[config.mk]
export PLATFORM = sky130hd
export DESIGN_NAME = pat_ram
export DESIGN_NICKNAME = d
export VERILOG_FILES = /design/src/hw/rtl/pat_ram.sv
export SDC_FILE = /design/constraint.sdc
export NUM_CORES = 2
export LEC_CHECK = 0
export CAP_MARGIN = 20
export CORE_MARGIN = 2
export CORE_UTILIZATION = 45
export DETAILED_ROUTE_END_ITERATION = 10
export DONT_BUFFER_PORTS = 1
export HOLD_SLACK_MARGIN = 0.12
export PLACE_DENSITY_LB_ADDON = 0.3
export SKIP_CTS_REPAIR_TIMING = 1
export SLEW_MARGIN = 20
export SYNTH_ARGS = -nofsm -noshare
export SYNTH_HDL_FRONTEND = slang
export SYNTH_SLANG_ARGS = --single-unit
[constraint.sdc]
create_clock -name clk -period 3.1 [get_ports clk]
set_input_delay 0.775 -clock clk [delete_from_list [all_inputs] [get_ports clk]]
set_output_delay 0.775 -clock clk [all_outputs]
set_load 0.01 [all_outputs]
[src/hw/rtl/pat_ram.sv]
// Generic single-write, single-read synchronous RAM with registered read data.
module pat_ram #(
  parameter int WIDTH = 8,
  parameter int DEPTH = 256
) (
  input  logic                     clk,
  input  logic                     we,
  input  logic [$clog2(DEPTH)-1:0] waddr,
  input  logic [WIDTH-1:0]         wdata,
  input  logic [$clog2(DEPTH)-1:0] raddr,
  output logic [WIDTH-1:0]         rdata
);

  logic [WIDTH-1:0] mem [DEPTH];

  always_ff @(posedge clk) begin
    if (we) begin
      mem[waddr] <= wdata;
    end
    rdata <= mem[raddr];
  end

endmodule

## Yosys cells after proc, flatten, opt, wreduce, memory -nomap -nowiden

Memories as Yosys holds them, arrays and structs flattened. A register that Yosys moved wholly into a read port is not among the register bits.
Cells that the tools add are included.

- Multiplexer cells: 2

Operator list:

| kind | number |
|---|---|
| 1-bit two-way mux | 2 |

- Bits in registers: 0
- Bits in writable memories: 2048
- Logic and storage cells: 3
- Memories: 1

Memories:

| memory | words | bits a word | rd ports | clocked after memory_dff | wr ports | line | text |
|---|---|---|---|---|---|---|---|
| mem | 256 | 8 | 1 | 1 | 1 | 14 | `logic [WIDTH-1:0] mem [DEPTH];` |

## Logic depth before layout (Yosys ltp)

- Word-level depth: 2
- Mapped depth: 11
- Gate-level depth less buffers: 6

## Worst setup path before layout

Ideal clock, no wire load.

- Path type: input to register
- From: in raddr[0]
- To: reg rdata[2], read port of mem
- Setup time: 0.131 ns
- Data arrival time: 2.582 ns
- Path slack: 0.387 ns
- Stages on the path: 9
- Buffers on the path: 4
- Cells stage by stage: buf_6 buf_12 buf_8 buf_2 mux4_2 a22oi_1 a21oi_1 nor4_1 nor4_2

RTL lines:

| element | line | text |
|---|---|---|
| start: declaration | 10 | `input logic [$clog2(DEPTH)-1:0] raddr,` |
| end: declaration | 11 | `output logic [WIDTH-1:0] rdata` |

==> results.sh <==
export IMPL_grt_start_max_net_pins=447
export IMPL_post_synth_cell_area_avg_sq_um=21.3
export IMPL_cts_root_buf="clkbuf_16"
export IMPL_drive_gt1_share_pct=28.3
export IMPL_fp_dieArea_sq_mm=0.180
export IMPL_grt_busiest_layer="met2"
export IMPL_cp_max_fo=46
export IMPL_clk_pin_slew_ps=60
export IMPL_criticalPathCategory="primary input to register"
export IMPL_first_pass_iters=6
export IMPL_setup_viol_count_final=0
export IMPL_fp_dieH_um=424
export IMPL_outcome="completed"
export IMPL_worst_setup_path_start_kind="primary input"
export IMPL_worst_endpoint_required_ps=3790
export IMPL_relSlewSlack_pct=12.5
export IMPL_clk_latency_ps=840
export IMPL_final_nets=4186
export IMPL_cts_made_buffers=202
export IMPL_drv_slew=0
export IMPL_ys_seq_elements=2056
export IMPL_syn_num_nets=3759
export IMPL_mostFrequentLayoutCell="edfxtp_1"
export IMPL_cts_tree="yes"
export IMPL_num_vias=39800
export IMPL_grt_use_total_pct=21.3
export IMPL_overflow=0
export IMPL_cts_buffer_depth=3
export IMPL_synth_distinct_cells=55
export IMPL_ant_nets=0
export IMPL_synthTopCellsByArea="edfxtp_1 (77%), mux4_2 (13%), mux2i_1 (1.7%)"
export IMPL_antenna_found_initial=4
export IMPL_rr_startpoint="mem[85][2]$_DFFE_PP_"
export IMPL_via_per_inst=5.97
export IMPL_grt_pass1_wl_um=278000
export IMPL_initial_core_util_pct=45.2
export IMPL_final_util_pct=52.0
export IMPL_ys_async_sr_fraction_pct=0
export IMPL_io_pins=34
export IMPL_p_leak_nw=29.0
export IMPL_port_buffers=0
export IMPL_hold_violations=0
export IMPL_first_global_vias=39200
export IMPL_period_needed_ps=3020
export IMPL_clock_sinks=2056
export IMPL_setup_slack_ps=84.6
export IMPL_drv_cap=0
export IMPL_rsz0062_at_grt="no"
export IMPL_dp_hpwl_um=111000
export IMPL_gp_congestion=0.853
export IMPL_critPathArrivalTime_ps=3700
export IMPL_cp_startpoint="raddr[0]"
export IMPL_dp_slack_ps=-2610
export IMPL_tns_ps=0
export IMPL_cts_max_level=4
export IMPL_min_from="wdata[2]"
export IMPL_netlist_area_sq_mm=0.0796
export IMPL_coreArea_sq_mm=0.176
export IMPL_grt_use_met1_pct=30.9
export IMPL_synth_top_cell_by_area="edfxtp_1"
export IMPL_num_rows=154
export IMPL_p_per_area_mw_per_mm2=620
export IMPL_end_kind="register"
export IMPL_fillers=13600
export IMPL_layout_common_cells="edfxtp_1 (2048), mux4_2 (454), buf_4 (420)"
export IMPL_min_path_type="primary input to register"
export IMPL_clock_skew_ps=29.8
export IMPL_routed_wl_um=198000
export IMPL_tightest_slew_ps=1310
export IMPL_timing_fmax_mhz=332
export IMPL_ys_seq_area_share_pct=77.5
export IMPL_post_route_period_util_pct=97.3
export IMPL_drc=0
export IMPL_irDropWorstVdd_mv=0.539
export IMPL_die_x_um=424
export IMPL_synthFlopType="edfxtp_1"
export IMPL_hold_slack_ps=221
export IMPL_yosys_area_top_type_share_pct=77.3
export IMPL_syn_inst=3733
export IMPL_wl_per_cell_um=29.7
export IMPL_grtUsageMet2_pct=33.5
export IMPL_synth_edf_count=2048
export IMPL_syn_to_final_growth_pct=15.0
export IMPL_use_met3_pct=3.72
export IMPL_yosysWarningCount=0
export IMPL_drt_initial_drc_count=5476
critical path, cell delays in order:
cell	delay, ps
buf_16	270
buf_16	250
buf_16	320
mux4_2	550
o211ai_1	360
nand3_1	150
nor4_1	600
buf_4	240
nor4_1	50
stage by stage:
step           std cells  cell area (sq um)  total power [mW]
2_1_floorplan       3733              79600              32.8
3_3_place_gp        6272              84500              33.1
3_5_place_dp        6278              84700              33.4
4_1_cts             6645              91000              56.9
5_1_grt             6664              91500              58.2
6_report            6665              91500              56.7
per-layer routing:
metal  part of all wire, %  vias to the layer above
li1                      -                    16600
met1                    41                    21200
met2                    48                     1810
met3                   8.4                      260
met4                   2.7                        0
met5                     0                        -
kinds of logic (layout without fill, tap and decap cells):
family | after synthesis | in the layout | synth area share, %
AND/OR/NAND/NOR | 466 | 466 | 2.63
other | 0 | 2 | 0
flip-flops | 2056 | 2056 | 77.5
AO/OA/AOI/OAI | 385 | 385 | 3.42
buffers and inverters | 235 | 825 | 1.83
multiplexers | 591 | 591 | 14.6
sequential cells by signal, summed over array words and instances (netlist names):
signal and count:
mem 2048, rdata 8
final cells by class:
cell class	instances	area (sq um)	area share (%)
diodes	2	5.00	0.00547
multi-input cells	1442	16600	18.1
clock inverters	124	1150	1.26
inverters	2	7.51	0.00820
repair buffers	456	3980	4.34
flip-flops and latches	2056	61700	67.4
clock buffers	243	5230	5.71
well taps	2340	2930	3.20
report_power, final:
part           leakage, nW  internal (mW)  switching [mW]
registers             18.5           30.7          0.0801
clock network         3.14           13.4            10.3
logic                 7.37           1.01            1.21
total                 29.0           45.1            11.6
worst paths after layout:
kind                                end  slack, ps  cells after the start
hold / removal    mem[223][2]$_DFFE_PP_        220                      0
hold reg to reg        rdata[3]$_DFF_P_       1070                      5
setup / recovery       rdata[7]$_DFF_P_         80                      9
setup reg to reg       rdata[2]$_DFF_P_        660                      5
cell usage after synthesis (13+ instances only):
cell type and n:
edfxtp_1 2048, mux4_2 454, nor2_1 282, mux2i_1 134, a22oi_1 133, clkbuf_1 111, a21oi_1 96, o221ai_1 46
nand3_1 34, nand2_1 33, buf_2 31, nor2b_1 31, o22ai_1 28, buf_4 27, nor4_1 24, buf_1 22
nor3_1 22, buf_6 21, a211oi_1 16, a221oi_1 13, buf_8 13
No activity file was read; power rests on OpenSTA's default activity.
